==> src/hdl/tdf_pkg.sv <==
// ---------------------------------------------------------------------------
// tdf_pkg
// Shared types, constants and helpers of the TLV8 fragment deframer.
// ---------------------------------------------------------------------------
package tdf_pkg;

	localparam int LEN_BITS = 16;
	localparam int Q_DEPTH = 4;
	localparam int Q_PTR_BITS = $clog2(Q_DEPTH);
	localparam logic [7:0] FULL_CHUNK = 8'd255;
	localparam logic [LEN_BITS-1:0] LEN_MAX = '1;

	typedef logic [LEN_BITS-1:0] len_t;

	typedef enum logic [1:0] {
		KIND_VALUE = 2'd0,
		KIND_END   = 2'd1,
		KIND_TRUNC = 2'd2
	} kind_t;

	typedef struct packed {
		kind_t       kind;
		logic [7:0]  item_type;
		logic [7:0]  value_byte;
		logic [15:0] item_length;
		logic        last_of_run;
	} result_t;

	typedef struct packed {
		logic    two;
		result_t r0;
		result_t r1;
	} entry_t;

	typedef struct packed {
		logic full;
		logic empty;
	} q_stat_t;

	function automatic logic [15:0] len_out(len_t l);
		logic [LEN_BITS+15:0] w;
		w = {16'd0, l};
		if (w[LEN_BITS+15:16] != '0)
			return 16'hFFFF;
		return w[15:0];
	endfunction

	function automatic result_t mk_res(kind_t k, logic [7:0] t, logic [7:0] v, len_t l);
		result_t r;
		r.kind        = k;
		r.item_type   = t;
		r.value_byte  = v;
		r.item_length = len_out(l);
		r.last_of_run = 1'b0;
		return r;
	endfunction

endpackage

==> src/hdl/tdf_stream_if.sv <==
// ---------------------------------------------------------------------------
// tdf_stream_if
// Byte stream channel into the deframer.
// ---------------------------------------------------------------------------
interface tdf_stream_if;
	logic       valid;
	logic       ready;
	logic [7:0] stream_byte;
	logic       end_of_buffer;

	modport source (output valid, output stream_byte, output end_of_buffer, input ready);
	modport sink (input valid, input stream_byte, input end_of_buffer, output ready);
endinterface

==> src/hdl/tdf_result_if.sv <==
// ---------------------------------------------------------------------------
// tdf_result_if
// Result channel out of the deframer.
// ---------------------------------------------------------------------------
interface tdf_result_if;
	logic        valid;
	logic        ready;
	logic [1:0]  kind;
	logic [7:0]  item_type;
	logic [7:0]  value_byte;
	logic [15:0] item_length;
	logic        last_of_run;

	modport source (output valid, output kind, output item_type, output value_byte,
		output item_length, output last_of_run, input ready);
	modport sink (input valid, input kind, input item_type, input value_byte,
		input item_length, input last_of_run, output ready);
endinterface

==> src/hdl/tdf_front.sv <==
// ---------------------------------------------------------------------------
// tdf_front
// Parser: accepts stream beats, tracks the record phase and pushes the one
// or two results of a byte, if it has any, into the queue as a single entry.
// ---------------------------------------------------------------------------
module tdf_front
	import tdf_pkg::*;
(
	input  logic           clk,
	input  logic           arst_n,
	tdf_stream_if.sink     stream,
	input  q_stat_t        q_stat,
	output logic           push,
	output entry_t         push_entry
);

	typedef enum logic [2:0] {
		PH_TYPE = 3'b001,
		PH_LEN  = 3'b010,
		PH_VAL  = 3'b100
	} phase_t;

	phase_t     phase_q, phase_d;
	logic [7:0] type_q, type_d;
	logic [7:0] chunk_q, chunk_d;
	len_t       mlen_q, mlen_d;
	logic       open_q, open_d;
	logic       full_q, full_d;

	logic       acc;
	logic [1:0] cnt;
	logic [7:0] b;
	logic       eob;
	len_t       mlen_inc;
	logic [7:0] chunk_dec;

	assign stream.ready = !q_stat.full;
	assign acc = stream.valid && stream.ready;
	assign b = stream.stream_byte;
	assign eob = stream.end_of_buffer;
	assign mlen_inc = (mlen_q != LEN_MAX) ? mlen_q + len_t'(1) : mlen_q;
	assign chunk_dec = chunk_q - 8'd1;

	always_comb begin
		phase_d = phase_q;
		type_d = type_q;
		chunk_d = chunk_q;
		mlen_d = mlen_q;
		open_d = open_q;
		full_d = full_q;
		cnt = 2'd0;
		push_entry = '0;
		unique case (phase_q)
			PH_LEN: begin
				if (b == 8'd0) begin
					push_entry.r0 = mk_res(KIND_END, type_q, 8'd0, mlen_q);
					cnt = 2'd1;
					open_d = 1'b0;
					full_d = 1'b0;
					phase_d = PH_TYPE;
				end else begin
					chunk_d = b;
					full_d = (b == FULL_CHUNK);
					phase_d = PH_VAL;
					if (eob) begin
						push_entry.r0 = mk_res(KIND_TRUNC, type_q, 8'd0, mlen_q);
						cnt = 2'd1;
					end
				end
			end
			PH_VAL: begin
				mlen_d = mlen_inc;
				chunk_d = chunk_dec;
				push_entry.r0 = mk_res(KIND_VALUE, type_q, b, mlen_inc);
				cnt = 2'd1;
				phase_d = (chunk_dec == 8'd0) ? PH_TYPE : PH_VAL;
				if (chunk_dec == 8'd0) begin
					if (!(full_q && !eob)) begin
						push_entry.r1 = mk_res(KIND_END, type_q, 8'd0, mlen_inc);
						cnt = 2'd2;
						open_d = 1'b0;
						full_d = 1'b0;
					end
				end else if (eob) begin
					push_entry.r1 = mk_res(KIND_TRUNC, type_q, 8'd0, mlen_inc);
					cnt = 2'd2;
				end
			end
			default: begin
				phase_d = PH_LEN;
				if (open_q && full_q && b == type_q) begin
					full_d = 1'b0;
					if (eob) begin
						push_entry.r0 = mk_res(KIND_TRUNC, type_q, 8'd0, mlen_q);
						cnt = 2'd1;
					end
				end else begin
					type_d = b;
					mlen_d = '0;
					open_d = 1'b1;
					full_d = 1'b0;
					if (open_q) begin
						push_entry.r0 = mk_res(KIND_END, type_q, 8'd0, mlen_q);
						cnt = 2'd1;
						if (eob) begin
							push_entry.r1 = mk_res(KIND_TRUNC, b, 8'd0, '0);
							cnt = 2'd2;
						end
					end else if (eob) begin
						push_entry.r0 = mk_res(KIND_TRUNC, b, 8'd0, '0);
						cnt = 2'd1;
					end
				end
			end
		endcase
		if (eob) begin
			phase_d = PH_TYPE;
			type_d = '0;
			chunk_d = '0;
			mlen_d = '0;
			open_d = 1'b0;
			full_d = 1'b0;
		end
		push_entry.two = (cnt == 2'd2);
	end

	assign push = acc && (cnt != 2'd0);

	always_ff @(posedge clk or negedge arst_n) begin
		if (!arst_n) begin
			phase_q <= PH_TYPE;
			type_q <= '0;
			chunk_q <= '0;
			mlen_q <= '0;
			open_q <= 1'b0;
			full_q <= 1'b0;
		end else if (acc) begin
			phase_q <= phase_d;
			type_q <= type_d;
			chunk_q <= chunk_d;
			mlen_q <= mlen_d;
			open_q <= open_d;
			full_q <= full_d;
		end
	end

endmodule

==> src/hdl/tdf_queue.sv <==
// ---------------------------------------------------------------------------
// tdf_queue
// Short entry queue between parser and output stage.
// ---------------------------------------------------------------------------
module tdf_queue
	import tdf_pkg::*;
(
	input  logic    clk,
	input  logic    arst_n,
	input  logic    push,
	input  entry_t  push_entry,
	input  logic    pop,
	output entry_t  head,
	output q_stat_t q_stat
);

	entry_t                mem_q [Q_DEPTH];
	logic [Q_PTR_BITS-1:0] wr_q;
	logic [Q_PTR_BITS-1:0] rd_q;
	logic [Q_PTR_BITS:0]   cnt_q;
	logic                  do_push;
	logic                  do_pop;

	assign q_stat.full = (cnt_q == (Q_PTR_BITS+1)'(Q_DEPTH));
	assign q_stat.empty = (cnt_q == '0);
	assign do_push = push && !q_stat.full;
	assign do_pop = pop && !q_stat.empty;
	assign head = mem_q[rd_q];

	always_ff @(posedge clk) begin
		if (do_push)
			mem_q[wr_q] <= push_entry;
	end

	always_ff @(posedge clk or negedge arst_n) begin
		if (!arst_n) begin
			wr_q <= '0;
			rd_q <= '0;
			cnt_q <= '0;
		end else begin
			if (do_push)
				wr_q <= wr_q + Q_PTR_BITS'(1);
			if (do_pop)
				rd_q <= rd_q + Q_PTR_BITS'(1);
			if (do_push && !do_pop)
				cnt_q <= cnt_q + (Q_PTR_BITS+1)'(1);
			else if (do_pop && !do_push)
				cnt_q <= cnt_q - (Q_PTR_BITS+1)'(1);
		end
	end

endmodule

==> src/hdl/tdf_back.sv <==
// ---------------------------------------------------------------------------
// tdf_back
// Output stage: splits each queue entry into its result beats and holds
// them in an output register until the receiver takes them.
// ---------------------------------------------------------------------------
module tdf_back
	import tdf_pkg::*;
(
	input  logic          clk,
	input  logic          arst_n,
	input  entry_t        head,
	input  q_stat_t       q_stat,
	output logic          pop,
	tdf_result_if.source  result
);

	logic    sub_q;
	logic    valid_q;
	result_t data_q;
	result_t pick;
	logic    load;
	logic    last;

	assign load = !q_stat.empty && (!valid_q || result.ready);
	assign last = sub_q || !head.two;
	assign pop = load && last;

	always_comb begin
		pick = sub_q ? head.r1 : head.r0;
		pick.last_of_run = last;
	end

	always_ff @(posedge clk) begin
		if (load)
			data_q <= pick;
	end

	always_ff @(posedge clk or negedge arst_n) begin
		if (!arst_n) begin
			sub_q <= 1'b0;
			valid_q <= 1'b0;
		end else begin
			if (load) begin
				sub_q <= !last;
				valid_q <= 1'b1;
			end else if (result.ready) begin
				valid_q <= 1'b0;
			end
		end
	end

	assign result.valid = valid_q;
	assign result.kind = data_q.kind;
	assign result.item_type = data_q.item_type;
	assign result.value_byte = data_q.value_byte;
	assign result.item_length = data_q.item_length;
	assign result.last_of_run = data_q.last_of_run;

endmodule

==> src/hdl/tlv8_fragment_deframer_unit.sv <==
// ---------------------------------------------------------------------------
// tlv8_fragment_deframer_unit
// TLV8 byte stream deframer with reassembly of 255-byte fragments.
//
// stream: one buffer byte per beat, end_of_buffer marks its last byte.
// result: value bytes tagged with the item type, item ends with the merged
//   length (saturated at 65535), and truncated-stream errors; last_of_run
//   marks the final result of one input byte.
// Results pass through the queue and then the output register before they
//   reach the result channel; a byte's second result follows its first.
// Throughput: one byte per cycle until the queue fills, one result beat per
//   cycle while the receiver is ready, set by the single output register.
// A four-entry queue parts parser and output register; when the receiver
//   stalls, the queue fills and stream.ready drops until an entry drains.
// Reset clears parser state, queue and output valid; after a byte marked
//   end_of_buffer the parser returns to its reset state by itself.
// ---------------------------------------------------------------------------
module tlv8_fragment_deframer_unit
	import tdf_pkg::*;
(
	input  logic         clk,
	input  logic         arst_n,
	tdf_stream_if.sink   stream,
	tdf_result_if.source result
);

	logic    push;
	logic    pop;
	entry_t  push_entry;
	entry_t  head;
	q_stat_t q_stat;

	tdf_front u_front (
		.clk        (clk),
		.arst_n     (arst_n),
		.stream     (stream),
		.q_stat     (q_stat),
		.push       (push),
		.push_entry (push_entry)
	);

	tdf_queue u_queue (
		.clk        (clk),
		.arst_n     (arst_n),
		.push       (push),
		.push_entry (push_entry),
		.pop        (pop),
		.head       (head),
		.q_stat     (q_stat)
	);

	tdf_back u_back (
		.clk    (clk),
		.arst_n (arst_n),
		.head   (head),
		.q_stat (q_stat),
		.pop    (pop),
		.result (result)
	);

endmodule
==> src/flat_wrapper.sv <==
// flat-port wrapper written by rule: the top's interface ports become plain ports
module tlv8_fragment_deframer_unit_flat import tdf_pkg::*;
  (clk, arst_n, stream_valid, stream_stream_byte, stream_end_of_buffer, stream_ready, result_valid, result_kind, result_item_type, result_value_byte, result_item_length, result_last_of_run, result_ready);
  tdf_stream_if stream_i ();
  tdf_result_if result_i ();
  input  logic clk;
  input  logic arst_n;
  input wire logic [$bits(stream_i.valid)-1:0] stream_valid;
  input wire logic [$bits(stream_i.stream_byte)-1:0] stream_stream_byte;
  input wire logic [$bits(stream_i.end_of_buffer)-1:0] stream_end_of_buffer;
  output wire logic [$bits(stream_i.ready)-1:0] stream_ready;
  output wire logic [$bits(result_i.valid)-1:0] result_valid;
  output wire logic [$bits(result_i.kind)-1:0] result_kind;
  output wire logic [$bits(result_i.item_type)-1:0] result_item_type;
  output wire logic [$bits(result_i.value_byte)-1:0] result_value_byte;
  output wire logic [$bits(result_i.item_length)-1:0] result_item_length;
  output wire logic [$bits(result_i.last_of_run)-1:0] result_last_of_run;
  input wire logic [$bits(result_i.ready)-1:0] result_ready;
  assign stream_i.valid = stream_valid;
  assign stream_i.stream_byte = stream_stream_byte;
  assign stream_i.end_of_buffer = stream_end_of_buffer;
  assign stream_ready = stream_i.ready;
  assign result_valid = result_i.valid;
  assign result_kind = result_i.kind;
  assign result_item_type = result_i.item_type;
  assign result_value_byte = result_i.value_byte;
  assign result_item_length = result_i.item_length;
  assign result_last_of_run = result_i.last_of_run;
  assign result_i.ready = result_ready;
  tlv8_fragment_deframer_unit u_core (.clk(clk), .arst_n(arst_n), .stream(stream_i), .result(result_i));
endmodule
==> config.mk <==
export PLATFORM = sky130hd
export DESIGN_NAME = tlv8_fragment_deframer_unit_flat
export DESIGN_NICKNAME = d
export VERILOG_FILES = /design/src/hdl/tdf_pkg.sv /design/src/hdl/tdf_stream_if.sv /design/src/hdl/tdf_result_if.sv /design/src/hdl/tdf_front.sv /design/src/hdl/tdf_queue.sv /design/src/hdl/tdf_back.sv /design/src/hdl/tlv8_fragment_deframer_unit.sv /design/src/flat_wrapper.sv
export SDC_FILE = /design/constraint.sdc
export NUM_CORES = 1
export LEC_CHECK = 0
export BUFFER_PORTS_ARGS = -buffer_cell sky130_fd_sc_hd__buf_2
export CORE_ASPECT_RATIO = 2
export CORE_MARGIN = 5
export CORE_UTILIZATION = 51
export DETAILED_ROUTE_END_ITERATION = 7
export PLACE_DENSITY = 0.67
export SYNTH_ARGS = -nofsm -noshare
export SYNTH_HDL_FRONTEND = slang
export SYNTH_HIERARCHICAL = 1
export SYNTH_SLANG_ARGS = --single-unit
export TNS_END_PERCENT = 10
==> constraint.sdc <==
create_clock -name clk -period 4.88 [get_ports clk]
set_input_delay 0.488 -clock clk [delete_from_list [all_inputs] [get_ports clk]]
set_output_delay 0.488 -clock clk [all_outputs]
set_load 0.02 [all_outputs]
==> flow_metrics.env <==
export IMPL_status="finished clean"
export IMPL_antenna_cells=0
export IMPL_powerDensity_mw_per_mm2=597
export IMPL_grt_pass1_wl_um=52200
export IMPL_crit_start="u_core/u_front/phase_q[2]"
export IMPL_antenna_found_initial=0
export IMPL_p_leak_nw=5.92
export IMPL_ff2ff_setup_slack_ns=1.29
export IMPL_crit_required_ns=5.36
export IMPL_finClkSkew_ns=0.0148
export IMPL_crit_chain="or3b_2 > nor2_1 > a21boi_0 > o21ai_0 > o22ai_1 > nor2b_1 > ha_1 > inv_1 > fa_1 > xor2_1 > nor2_1 > xor2_1"
export IMPL_post_dp_cell_area_mm2=0.0161
export IMPL_fillers=2332
export IMPL_gp_congestion=1.03
export IMPL_postRouteAntennaNets=0
export IMPL_grt_max_degree=60
export IMPL_syn_area_mm2=0.0156
export IMPL_clock_sinks=357
export IMPL_route_met2_wl_um=17800
export IMPL_drive_gt1_share_pct=26.1
export IMPL_area_growth_synth_to_final_pct=9.49
export IMPL_cts_tree="done"
export IMPL_cp_start_kind="register"
export IMPL_ir_drop_v=0.000345
export IMPL_fin_crit_ns=3.59
export IMPL_worstReg2RegEnd="u_core/u_queue/cnt_q[2]"
export IMPL_maxSlewHeadroom_pct=17.8
export IMPL_slowest_stage="nor2b_1"
export IMPL_post_cts_resized=0
export IMPL_highest_layer="met4"
export IMPL_finalSetupTns_ns=0
export IMPL_rr_worst_depth=12
export IMPL_drt_total_wl_um=33600
export IMPL_hold_path_class="in2async"
export IMPL_cts_hold_fix_buffers=0
export IMPL_portBuffers=49
export IMPL_max_cap_violations=0
export IMPL_drtIter0Drc=632
export IMPL_syn_inst=921
export IMPL_setup_violations=0
export IMPL_r2r_start="u_core/u_front/phase_q[2]"
export IMPL_clk_pin_slew_ns=0.07
export IMPL_slowest_delay_ns=0.49
export IMPL_syn_avg_cell_area_um2=16.9
export IMPL_ioPinCount=50
export IMPL_clk_insertion_delay_late_ns=0.57
export IMPL_grt_pass1_vias=8626
export IMPL_row_count=90
export IMPL_hold_viol=0
export IMPL_path_class="reg2reg"
export IMPL_timing_fmax_mhz=279
export IMPL_dieHeight_um=257
export IMPL_wl_met1_um=12700
export IMPL_worst_slew_pin_slew_ns=1.22
export IMPL_wl_per_cell_um=24.8
export IMPL_met3_length_um=1590
export IMPL_clockBufferDepth=3
export IMPL_initial_utilization_pct=51.7
export IMPL_post_cts_buffers=0
export IMPL_cts_made_buffers=30
export IMPL_h_tree_depth=1
export IMPL_crit_fanout=7
export IMPL_cp_arrival_ns=4.07
export IMPL_post_route_drc_count=0
export IMPL_dr_pass1_iters=6
export IMPL_die_w_um=134
export IMPL_slew_viol_final=0
export IMPL_ys_warn_count=6
export IMPL_core_mm2=0.0302
export IMPL_fin_area_mm2=0.0171
export IMPL_avgViaCountPerCell=6.19
export IMPL_gr_total_overflow=0
export IMPL_crit_end="u_core/u_queue/cnt_q[2]"
export IMPL_dp_hpwl_um=22900
export IMPL_gr_usage_all_layers_pct=19.9
export IMPL_end_kind="register"
export IMPL_die_area_mm2=0.0344
export IMPL_cts_root_buf="clkbuf_16"
export IMPL_fin_crit_sh_pct=73.5
export IMPL_rsz0062_at_grt="false"
export IMPL_nNetsFinal=988
export IMPL_vias=8388
how the worst min path moves through the flow:
stage                                   start  cells past startpoint                         end
global route                           arst_n                      2   u_core/u_front/mlen_q[12]
CTS                                    arst_n                      2    u_core/u_front/mlen_q[3]
global placement      u_core/u_queue/cnt_q[2]                      1     u_core/u_queue/cnt_q[2]
floorplan                              arst_n                      0  u_core/u_back/result.valid
finish                                 arst_n                      2    u_core/u_front/mlen_q[3]
detailed placement  u_core/u_front/chunk_q[1]                      2   u_core/u_front/chunk_q[1]
power by group:
part	internal, W	total, W	switching [W]	leakage, nW
logic	0.00147	0.00320	0.00173	1.94
registers	0.00423	0.00459	0.000356	3.50
clock network	0.00132	0.00240	0.00108	0.479
total	0.00703	0.0102	0.00316	5.92
metrics by stage:
| stage | total power [W] | util (%) | instances | setup slack, ns | hold slack [ns] |
|---|---|---|---|---|---|
| after global placement | 0.00789 | 53.3 | 1300 | 1.08 | 0.480 |
| after CTS | 0.0103 | 56.6 | 1356 | 1.31 | 0.0118 |
| after global routing | 0.0107 | 56.6 | 1356 | 1.10 | 0.0513 |
| final | 0.0102 | 56.6 | 1356 | 1.29 | 0.00874 |
| after detailed placement | 0.00791 | 53.3 | 1300 | 1.02 | 0.491 |
| after floorplan | 0.00712 | - | 928 | 0.584 | 0.192 |
worst max-delay path, delay by kind of cell (launching register included):
| kind | cells | cell delay (ns) |
|---|---|---|
| buffers and inverters | 1 | 0.06 |
| and+or+nand+nor | 4 | 1.30 |
| AOI/OAI and AO/OA | 3 | 0.74 |
| xor gates and xnor gates | 2 | 0.31 |
| DFF | 1 | 0.45 |
| adders and majority gates | 2 | 0.65 |
state kept, by name, summed over array words and instances, names as in the netlist:
name,flops
u_core/u_front/phase_q,3
u_core/u_back/result.kind,2
u_core/u_queue/wr_q,2
u_core/u_back/result.value_byte,8
u_core/u_queue/cnt_q,3
u_core/u_front/type_q,8
u_core/u_queue/rd_q,2
u_core/u_back/result.item_length,16
u_core/u_back/result.last_of_run,1
u_core/u_back/sub_q,1
u_core/u_front/open_q,1
u_core/u_back/result.valid,1
u_core/u_front/chunk_q,8
u_core/u_back/result.item_type,8
u_core/u_front/mlen_q,16
u_core/u_front/full_q,1
u_core/u_queue/mem_q,276
layout make-up:
class	count	area, um2	share of cell area [%]
sequential	357	10500	61.5
multi-input combinational	482	4580	26.8
clock buffer	33	783	4.59
timing repair buffer	72	468	2.74
tap	368	460	2.70
clock inverter	23	203	1.19
inverter	21	78.8	0.462
cell usage in the layout (no fill, tap or decap), types with 5 or more instances in the layout:
cell type / count
a21o_1: 5
a21oi_1: 28
a22o_1: 24
a31oi_1: 6
and2_1: 10
and3_1: 5
and4_1: 5
buf_2: 49
buf_4: 19
clkbuf_16: 31
clkinv_1: 9
conb_1: 8
dfrtp_1: 42
edfxtp_1: 311
ha_1: 10
inv_1: 21
mux2_2: 7
mux2_4: 30
mux4_2: 69
nand2_1: 32
nand3_1: 15
nand4_1: 12
nor2_1: 38
nor3_1: 13
nor4_1: 14
o21ai_0: 32
xnor2_1: 12
xor2_1: 12
layer usage:
metal | GRT usage (%) | vias up
li1 | - | 3739
met1 | 24.4 | 4269
met2 | 35.5 | 291
met3 | 1.97 | 89
met4 | 8.92 | 0
met5 | 0 | -
Power figures use the tool's default switching activity.
